### src/assert_macros.svh
// assertion macros shared by the hash engine modules
`ifndef ASSERT_MACROS_SVH
`define ASSERT_MACROS_SVH

// same-cycle implication, sampled on aclk, off while in reset
`define ASSERT_SAME(label, ante, cons, msg) \
    label: assert property (@(posedge aclk) disable iff (!aresetn) (ante) |-> (cons)) \
        else $error(msg);

// next-cycle implication, sampled on aclk, off while in reset
`define ASSERT_NEXT(label, ante, cons, msg) \
    label: assert property (@(posedge aclk) disable iff (!aresetn) (ante) |=> (cons)) \
        else $error(msg);

`endif

### src/mm64_pkg.sv
// ----------------------------------------------------------------------------
// mm64_pkg
// Shared constants, controller states and the command/status bundles that
// join the controller and the datapath of the 64-bit hash engine.
// ----------------------------------------------------------------------------
package mm64_pkg;

    // mixing constants
    localparam logic [63:0] MIX_MUL = 64'hc6a4a7935bd1e995;
    localparam int unsigned MIX_SHR = 47;

    // field widths
    localparam int unsigned WORD_W  = 64;
    localparam int unsigned NVAL_W  = 4;
    localparam int unsigned SEED_W  = 64;
    localparam int unsigned LEN_W   = 32;
    localparam int unsigned HALF_W  = 32;
    localparam int unsigned TDATA_W = 168;

    // multiplier phases: low x low, low x high, high x low
    localparam logic [1:0] PH_LL = 2'd0;
    localparam logic [1:0] PH_LH = 2'd1;
    localparam logic [1:0] PH_HL = 2'd2;

    typedef enum logic [3:0] {
        ST_IDLE,
        ST_START,
        ST_LEN_MUL,
        ST_K1_MUL,
        ST_K2_MUL,
        ST_H_MUL,
        ST_TAIL,
        ST_FIN_SHIFT,
        ST_FIN_MUL
    } ctrl_state_t;

    // multiplier operand and write-back selection
    typedef enum logic [2:0] {
        MSEL_LEN,
        MSEL_WORD,
        MSEL_K,
        MSEL_H,
        MSEL_FIN
    } mul_sel_t;

    typedef struct packed {
        logic     load;
        logic     mul_en;
        mul_sel_t mul_sel;
        logic     tail_xor;
        logic     fin_shift;
    } dp_cmd_t;

    typedef struct packed {
        logic first;
        logic last;
        logic full;
        logic tail;
        logic mul_last;
        logic mul_idle;
        logic out_free;
    } dp_status_t;

endpackage

### src/mm64_datapath.sv
// ----------------------------------------------------------------------------
// mm64_datapath
// Word, key and hash registers, a shared 32x32 multiplier that forms a product
// by the mixing constant from partial products in phases, and the result register.
// ----------------------------------------------------------------------------
module mm64_datapath
    import mm64_pkg::*;
(
    input  logic                aclk,
    input  logic                aresetn,
    input  dp_cmd_t             cmd,
    output dp_status_t          status,
    input  logic [WORD_W-1:0]   in_data_word,
    input  logic [NVAL_W-1:0]   in_valid_bytes,
    input  logic                in_first_word,
    input  logic                in_last_word,
    input  logic [SEED_W-1:0]   in_seed,
    input  logic [LEN_W-1:0]    in_message_length,
    output logic                m_tvalid,
    input  logic                m_tready,
    output logic [WORD_W-1:0]   m_hash_value
);

    `include "assert_macros.svh"

    logic [WORD_W-1:0]   word_reg;
    logic [SEED_W-1:0]   seed_reg;
    logic [LEN_W-1:0]    len_reg;
    logic [NVAL_W-1:0]   nvalid_reg;
    logic                first_reg;
    logic                last_reg;
    logic [WORD_W-1:0]   k_reg, k_next;
    logic [WORD_W-1:0]   h_reg, h_next;
    logic [WORD_W-1:0]   acc_reg, acc_next;
    logic [1:0]          phase_reg, phase_next;
    logic [WORD_W-1:0]   hash_reg, hash_next;
    logic                m_tvalid_reg, m_tvalid_next;

    logic [WORD_W-1:0]   mul_x;
    logic [HALF_W-1:0]   mul_a, mul_b;
    logic [WORD_W-1:0]   mul_prod;
    logic [WORD_W-1:0]   mul_sum;
    logic [WORD_W-1:0]   mul_res_shr;
    logic [WORD_W-1:0]   tail_bits;
    logic                mul_wb;
    logic                fin_wb;

    // input capture on an accepted transaction
    always_ff @(posedge aclk) begin
        if (cmd.load) begin
            word_reg   <= in_data_word;
            seed_reg   <= in_seed;
            len_reg    <= in_message_length;
            nvalid_reg <= in_valid_bytes;
            first_reg  <= in_first_word;
            last_reg   <= in_last_word;
        end
    end

    // multiplier operand
    always_comb begin
        case (cmd.mul_sel)
            MSEL_LEN:  mul_x = {{(WORD_W-LEN_W){1'b0}}, len_reg};
            MSEL_WORD: mul_x = word_reg;
            MSEL_K:    mul_x = k_reg;
            default:   mul_x = h_reg;
        endcase
    end

    // one partial product per phase, summed into the accumulator
    always_comb begin
        case (phase_reg)
            PH_LL: begin
                mul_a = mul_x[HALF_W-1:0];
                mul_b = MIX_MUL[HALF_W-1:0];
            end
            PH_LH: begin
                mul_a = mul_x[HALF_W-1:0];
                mul_b = MIX_MUL[WORD_W-1:HALF_W];
            end
            default: begin
                mul_a = mul_x[WORD_W-1:HALF_W];
                mul_b = MIX_MUL[HALF_W-1:0];
            end
        endcase
        mul_prod    = {{HALF_W{1'b0}}, mul_a} * {{HALF_W{1'b0}}, mul_b};
        mul_sum     = (phase_reg == PH_LL) ? mul_prod
                    : acc_reg + {mul_prod[HALF_W-1:0], {HALF_W{1'b0}}};
        mul_res_shr = mul_sum ^ (mul_sum >> MIX_SHR);
        mul_wb      = cmd.mul_en && (phase_reg == PH_HL);
        fin_wb      = mul_wb && (cmd.mul_sel == MSEL_FIN);
    end

    // tail bytes of a short last word
    always_comb begin
        for (int i = 0; i < 8; i++) begin
            tail_bits[8*i +: 8] = (3'(i) < nvalid_reg[2:0]) ? word_reg[8*i +: 8] : 8'h00;
        end
    end

    // next values of the working registers
    always_comb begin
        k_next        = k_reg;
        h_next        = h_reg;
        hash_next     = hash_reg;
        acc_next      = acc_reg;
        phase_next    = phase_reg;
        m_tvalid_next = m_tvalid_reg && !m_tready;

        if (cmd.mul_en) begin
            acc_next   = mul_sum;
            phase_next = (phase_reg == PH_HL) ? PH_LL : phase_reg + 2'd1;
        end

        if (mul_wb) begin
            case (cmd.mul_sel)
                MSEL_LEN:  h_next = seed_reg ^ mul_sum;
                MSEL_WORD: k_next = mul_res_shr;
                MSEL_K:    h_next = h_reg ^ mul_sum;
                MSEL_H:    h_next = mul_sum;
                MSEL_FIN: begin
                    hash_next     = mul_res_shr;
                    m_tvalid_next = 1'b1;
                    h_next        = '0;
                end
                default: h_next = h_reg;
            endcase
        end

        if (cmd.tail_xor) begin
            h_next = h_reg ^ tail_bits;
        end
        if (cmd.fin_shift) begin
            h_next = h_reg ^ (h_reg >> MIX_SHR);
        end
    end

    // control registers
    always_ff @(posedge aclk) begin
        if (!aresetn) begin
            h_reg        <= '0;
            phase_reg    <= PH_LL;
            m_tvalid_reg <= 1'b0;
        end else begin
            h_reg        <= h_next;
            phase_reg    <= phase_next;
            m_tvalid_reg <= m_tvalid_next;
        end
    end

    // payload registers
    always_ff @(posedge aclk) begin
        k_reg    <= k_next;
        acc_reg  <= acc_next;
        hash_reg <= hash_next;
    end

    // status toward the controller
    always_comb begin
        status.first    = first_reg;
        status.last     = last_reg;
        status.full     = !last_reg || nvalid_reg[3];
        status.tail     = last_reg && !nvalid_reg[3] && (nvalid_reg[2:0] != 3'd0);
        status.mul_last = (phase_reg == PH_HL);
        status.mul_idle = (phase_reg == PH_LL);
        status.out_free = !m_tvalid_reg || m_tready;
    end

    assign m_tvalid     = m_tvalid_reg;
    assign m_hash_value = hash_reg;

    `ASSERT_SAME(a_load_phase_idle, cmd.load, phase_reg == PH_LL, "load during a multiply")
    `ASSERT_SAME(a_fin_out_empty, fin_wb, !m_tvalid_reg, "result overwrites a pending one")
    `ASSERT_NEXT(a_fin_clears_hash, fin_wb, m_tvalid_reg && (h_reg == '0), "final not cleared")

endmodule

### src/mm64_ctrl.sv
// ----------------------------------------------------------------------------
// mm64_ctrl
// Sequencer of the hash engine: accepts one word, steps the datapath through
// start, mix, tail and finalize operations, then returns to idle.
// ----------------------------------------------------------------------------
module mm64_ctrl
    import mm64_pkg::*;
(
    input  logic       aclk,
    input  logic       aresetn,
    input  logic       s_tvalid,
    output logic       s_tready,
    input  dp_status_t status,
    output dp_cmd_t    cmd
);

    `include "assert_macros.svh"

    ctrl_state_t state_reg, state_next;
    ctrl_state_t body_state;

    // state register
    always_ff @(posedge aclk) begin
        if (!aresetn) begin
            state_reg <= ST_IDLE;
        end else begin
            state_reg <= state_next;
        end
    end

    // next state and commands
    always_comb begin
        if (status.full) begin
            body_state = ST_K1_MUL;
        end else if (status.tail) begin
            body_state = ST_TAIL;
        end else begin
            body_state = ST_FIN_SHIFT;
        end

        state_next    = state_reg;
        s_tready      = 1'b0;
        cmd.load      = 1'b0;
        cmd.mul_en    = 1'b0;
        cmd.mul_sel   = MSEL_H;
        cmd.tail_xor  = 1'b0;
        cmd.fin_shift = 1'b0;

        case (state_reg)
            ST_IDLE: begin
                s_tready = 1'b1;
                cmd.load = s_tvalid;
                if (s_tvalid) begin
                    state_next = ST_START;
                end
            end
            ST_START: begin
                state_next = status.first ? ST_LEN_MUL : body_state;
            end
            ST_LEN_MUL: begin
                cmd.mul_en  = 1'b1;
                cmd.mul_sel = MSEL_LEN;
                if (status.mul_last) begin
                    state_next = body_state;
                end
            end
            ST_K1_MUL: begin
                cmd.mul_en  = 1'b1;
                cmd.mul_sel = MSEL_WORD;
                if (status.mul_last) begin
                    state_next = ST_K2_MUL;
                end
            end
            ST_K2_MUL: begin
                cmd.mul_en  = 1'b1;
                cmd.mul_sel = MSEL_K;
                if (status.mul_last) begin
                    state_next = ST_H_MUL;
                end
            end
            ST_TAIL: begin
                cmd.tail_xor = 1'b1;
                state_next   = ST_H_MUL;
            end
            ST_H_MUL: begin
                cmd.mul_en  = 1'b1;
                cmd.mul_sel = MSEL_H;
                if (status.mul_last) begin
                    state_next = status.last ? ST_FIN_SHIFT : ST_IDLE;
                end
            end
            ST_FIN_SHIFT: begin
                // wait here until the result register can take a new hash
                if (status.out_free) begin
                    cmd.fin_shift = 1'b1;
                    state_next    = ST_FIN_MUL;
                end
            end
            ST_FIN_MUL: begin
                cmd.mul_en  = 1'b1;
                cmd.mul_sel = MSEL_FIN;
                if (status.mul_last) begin
                    state_next = ST_IDLE;
                end
            end
            default: begin
                state_next = ST_IDLE;
            end
        endcase
    end

    `ASSERT_SAME(a_idle_mul_idle, state_reg == ST_IDLE, status.mul_idle, "idle mid-multiply")
    `ASSERT_NEXT(a_load_starts, cmd.load, state_reg == ST_START, "accept did not start")
    `ASSERT_SAME(a_fin_mul_free, state_reg == ST_FIN_MUL, status.out_free, "final with full output")

endmodule

### src/murmur64a_hash.sv
// ----------------------------------------------------------------------------
// murmur64a_hash
// MurmurHash64A engine for a byte message streamed as little-endian 64-bit
// words, with one hash transaction out per message.
// ----------------------------------------------------------------------------
// Each word runs alone through a controller and a datapath that share one
// 32x32 multiplier; every product by the mixing constant is formed there in
// phases, and that multiplier sets the rate. A word passes through accept and
// dispatch, then a length product if it opens a message, then two key products
// and a hash product for a full word or a tail XOR and a hash product for a
// short tail, then a shift and a final product for finalizing a last word. The
// finished hash waits in an output register, and the next word is taken while
// it waits; a further finalize stalls only if the earlier hash is not yet taken.
// ----------------------------------------------------------------------------
module murmur64a_hash
    import mm64_pkg::*;
(
    input  logic               aclk,
    input  logic               aresetn,
    // input stream
    input  logic               s_tvalid,
    output logic               s_tready,
    // data_word[63:0], valid_bytes[67:64], seed[131:68], message_length[163:132]
    input  logic [TDATA_W-1:0] s_tdata,
    // last_word
    input  logic               s_tlast,
    // first_word
    input  logic [0:0]         s_tuser,
    // result stream
    output logic               m_tvalid,
    input  logic               m_tready,
    // hash_value[63:0]
    output logic [WORD_W-1:0]  m_tdata
);

    dp_cmd_t    cmd;
    dp_status_t status;

    // sequencer
    mm64_ctrl u_ctrl (
        .aclk     (aclk),
        .aresetn  (aresetn),
        .s_tvalid (s_tvalid),
        .s_tready (s_tready),
        .status   (status),
        .cmd      (cmd)
    );

    // datapath, unpacking the input transaction fields
    mm64_datapath u_datapath (
        .aclk              (aclk),
        .aresetn           (aresetn),
        .cmd               (cmd),
        .status            (status),
        .in_data_word      (s_tdata[63:0]),
        .in_valid_bytes    (s_tdata[67:64]),
        .in_first_word     (s_tuser[0]),
        .in_last_word      (s_tlast),
        .in_seed           (s_tdata[131:68]),
        .in_message_length (s_tdata[163:132]),
        .m_tvalid          (m_tvalid),
        .m_tready          (m_tready),
        .m_hash_value      (m_tdata)
    );

endmodule

### config.mk
export PLATFORM = sky130hd
export DESIGN_NAME = murmur64a_hash
export DESIGN_NICKNAME = d
export VERILOG_FILES = /design/src/mm64_pkg.sv /design/src/mm64_datapath.sv /design/src/mm64_ctrl.sv /design/src/murmur64a_hash.sv
export VERILOG_INCLUDE_DIRS = /design/src /design/src/src
export SDC_FILE = /design/constraint.sdc
export NUM_CORES = 2
export LEC_CHECK = 0
export ABC_AREA = 1
export BUFFER_PORTS_ARGS = -buffer_cell sky130_fd_sc_hd__buf_2
export CAP_MARGIN = 20
export CORE_MARGIN = 10
export CORE_UTILIZATION = 43
export DETAILED_ROUTE_END_ITERATION = 7
export PLACE_DENSITY = 0.7
export RECOVER_POWER = 50
export SETUP_SLACK_MARGIN = 0.4
export SLEW_MARGIN = 0
export SYNTH_ARGS = -nofsm -noshare
export SYNTH_HDL_FRONTEND = slang
export SYNTH_SLANG_ARGS = --single-unit
### constraint.sdc
create_clock -name aclk -period 20.7 [get_ports aclk]
set_input_delay 6.21 -clock aclk [delete_from_list [all_inputs] [get_ports aclk]]
set_output_delay 6.21 -clock aclk [all_outputs]
set_load 0.03 [all_outputs]
==> impl_metrics.env <==
export IMPL_finalWeightedCongestion=0.974
export IMPL_post_drt_wl_per_cell_um=23.6
export IMPL_dieArea_sq_um=125000
export IMPL_die_h_um=354
export IMPL_start_util_pct=43.4
export IMPL_numPortBuffers=235
export IMPL_grt_max_degree=158
export IMPL_cp_slowest_cell="clkbuf_1"
export IMPL_synth_seq_cells=429
export IMPL_crit_family="simple AND/OR/NAND/NOR gates"
export IMPL_ant_nets=0
export IMPL_yosysWarningCount=0
export IMPL_hp_class="reg -> reg"
export IMPL_ioPinCount=240
export IMPL_clock_sinks=429
export IMPL_drive_above_1_share_pct=7.53
export IMPL_crit_top_cell="nand2_1"
export IMPL_fin_tns_setup_ns=0
export IMPL_critPathMaxStageDelay_ns=1.94
export IMPL_drcViolationCount=0
export IMPL_clk_pin_slew_worst_paths_ns=0.07
export IMPL_grt_usage_pct=26.8
export IMPL_grt_pass1_wl_um=252000
export IMPL_vias_per_cell=5.30
export IMPL_synth_top_area_share_pct=25.4
export IMPL_nFillCells=10800
export IMPL_grt_use_met3_pct=3.82
export IMPL_vias=38400
export IMPL_cts_setup_buffers=0
export IMPL_hold_viol_final=0
export IMPL_place_inst=7171
export IMPL_routed_wl_um=171000
export IMPL_drt_iter0_drc=3666
export IMPL_antenna_found_initial=1
export IMPL_cp_arrival_ns=17.74
export IMPL_clk_insertion_delay_late_ns=0.58
export IMPL_grt_overflow=0
export IMPL_cts_made_buffers=38
export IMPL_ys_flop_type="edfxtp_1"
export IMPL_synth_edf_count=358
export IMPL_clock_skew_ns=0.0356
export IMPL_clock_path_buffers=3
export IMPL_die_w_um=354
export IMPL_antenna_cells=0
export IMPL_yosysTopAreaCell="fa_1"
export IMPL_violations="capacitance limit, slew limit"
export IMPL_final_cells=7242
export IMPL_cts_root_buf="clkbuf_16"
export IMPL_cp_required_ns=20.96
export IMPL_async_reset_ff_share_pct=0
export IMPL_syn_area_sq_um=48000
export IMPL_path_buf_inv=8
export IMPL_start_kind="flip-flop"
export IMPL_slew_viol_final=269
export IMPL_synth_seq_area_share_pct=25.4
export IMPL_cts_hold_buffers=0
export IMPL_ys_types=66
export IMPL_grt_pass1_vias=38900
export IMPL_grt_busiest_layer="met2"
export IMPL_cp_max_fo=46
export IMPL_nNetsFinal=6943
export IMPL_worstMarginPinSlew_ns=3.48
export IMPL_rsz0062_at_grt="no"
export IMPL_status="finished with violations"
export IMPL_drt_pass1_iterations=6
export IMPL_synth_avg_cell_area_sq_um=8.67
export IMPL_use_met1_pct=35.7
export IMPL_cts_resized=0
export IMPL_period_needed_ns=17.48
export IMPL_use_met2_pct=44.0
export IMPL_post_route_period_util_pct=84.4
export IMPL_row_count=122
export IMPL_slew_headroom_pct=-132
export IMPL_hpwl_um=142000
export IMPL_syn2layout_area_growth_pct=8.39
export IMPL_cts_tree="done"
export IMPL_cap_viol_max_count=8
export IMPL_timing_setup_critical_path_class="reg -> reg"
export IMPL_cts_htree_levels=2
export IMPL_clock_fmax_mhz=57.2
export IMPL_fp_coreArea_sq_um=111000
export IMPL_syn_inst=5536
export IMPL_endpoint_kind="flip-flop"
export IMPL_synth_area_leaders="fa_1 (25%), edfxtp_1 (22%), ha_1 (11%), inv_1 (9.7%), nand2_1 (8.5%)"
export IMPL_setup_violations=0
==> metal layers <==
metal,part of all wire (%),wire length (um),vias to the layer above
met5,0.0076,13,-
met4,4.5,7750,2
li1,-,-,17700
met3,7.9,13500,287
met2,47,79600,1746
met1,41,70000,18600
==> cells in the final DEF (no fill, tap or decap), types with 8 or more instances in the layout <==
cell type / instances
nor3_1: 19
ha_1: 434
a211oi_1: 9
nand2_2: 8
clkbuf_1: 68
o21a_1: 8
nor2_1: 354
o21bai_1: 17
or2_2: 10
xnor2_1: 17
a21oi_1: 271
a221oi_1: 11
clkbuf_16: 39
or2_1: 14
nor2_4: 9
nand3b_1: 8
o21ai_0: 244
o211ai_1: 21
a21o_1: 13
buf_2: 178
edfxtp_1: 358
nor2_2: 29
dfxtp_1: 70
fa_1: 610
a31oi_1: 8
nand2_1: 1084
inv_1: 1234
inv_2: 44
xor2_1: 86
o2111ai_1: 9
nand3_1: 261
nand4_1: 34
o21ai_1: 12
buf_4: 45
==> cell families after synthesis <==
logic type / count (synthesis) / share of synthesized area (%)
AND/OR/NAND/NOR: 1852 / 16.1
buffers and inverters: 1424 / 11.4
adder cells (fa/ha/maj): 1044 / 36.8
AO/OA/AOI/OAI: 679 / 8.37
flip-flops: 429 / 25.4
XOR/XNOR: 103 / 1.88
multiplexers: 3 / 0.0626
other: 2 / 0.0156
==> cell type report <==
class / count / area [sq um] / share of cell area (%)
multi-input cells: 3686 / 30400 / 58.4
repair buffers: 287 / 1490 / 2.86
clock inverters: 24 / 308 / 0.592
inverters: 1283 / 4830 / 9.28
flip-flops and latches: 429 / 12200 / 23.4
clock buffers: 45 / 1010 / 1.94
well taps: 1488 / 1860 / 3.58
==> worst paths after layout <==
| check | slack (ns) | cells past startpoint | end | from |
|---|---|---|---|---|
| setup / recovery | 3.22 | 40 | u_datapath.k_reg[11]$_DFFE_PP_ | u_ctrl.state_reg[0]$_SDFFE_PN0P_ |
| hold / removal | 0.47 | 2 | u_datapath.h_reg[36]$_SDFFE_PN0P_ | u_datapath.h_reg[36]$_SDFFE_PN0P_ |
| setup reg to reg | 3.22 | 40 | u_datapath.k_reg[11]$_DFFE_PP_ | u_ctrl.state_reg[0]$_SDFFE_PN0P_ |
| hold reg to reg | 0.47 | 2 | u_datapath.h_reg[36]$_SDFFE_PN0P_ | u_datapath.h_reg[36]$_SDFFE_PN0P_ |
==> tightest hold or removal path: stages, from the launching register on <==
cell	delay, ns
dfxtp_1	0.31
nand2_1	0.06
a21oi_1	0.06
==> metrics by stage <==
step / hold WS [ns] / setup WS, ns / utilization (%) / cell area, sq um
finish: 0.471 / 3.22 / 47.0 / 52000
global route: 0.504 / 2.76 / 47.0 / 52000
detailed placement: 0.459 / 6.37 / 45.9 / 50800
CTS: 0.470 / 6.33 / 47.1 / 52100
global placement: 0.454 / 6.46 / 45.9 / 50800
floorplan: 0.444 / 2.41 / - / 48000
==> cell usage after synthesis, drive strengths merged, types with 8 or more instances <==
master   instances
nand2         1097
fa             610
or2             24
xor2            86
o2111ai         10
o21bai          17
dfxtp           71
a211oi          14
xnor2           17
a31oi           17
nor3            19
a21o            13
nand3b           8
edfxtp         358
o211ai          23
o21a             8
a21oi          274
nand4           34
nor2           393
o21ai          260
and2             8
buf             50
ha             434
nand3          261
a221oi          16
clkbuf          91
inv           1282
Power is left out: the tool's default activity adds up to more than one toggle a clock period on the data nets, which glitch-free logic cannot reach.
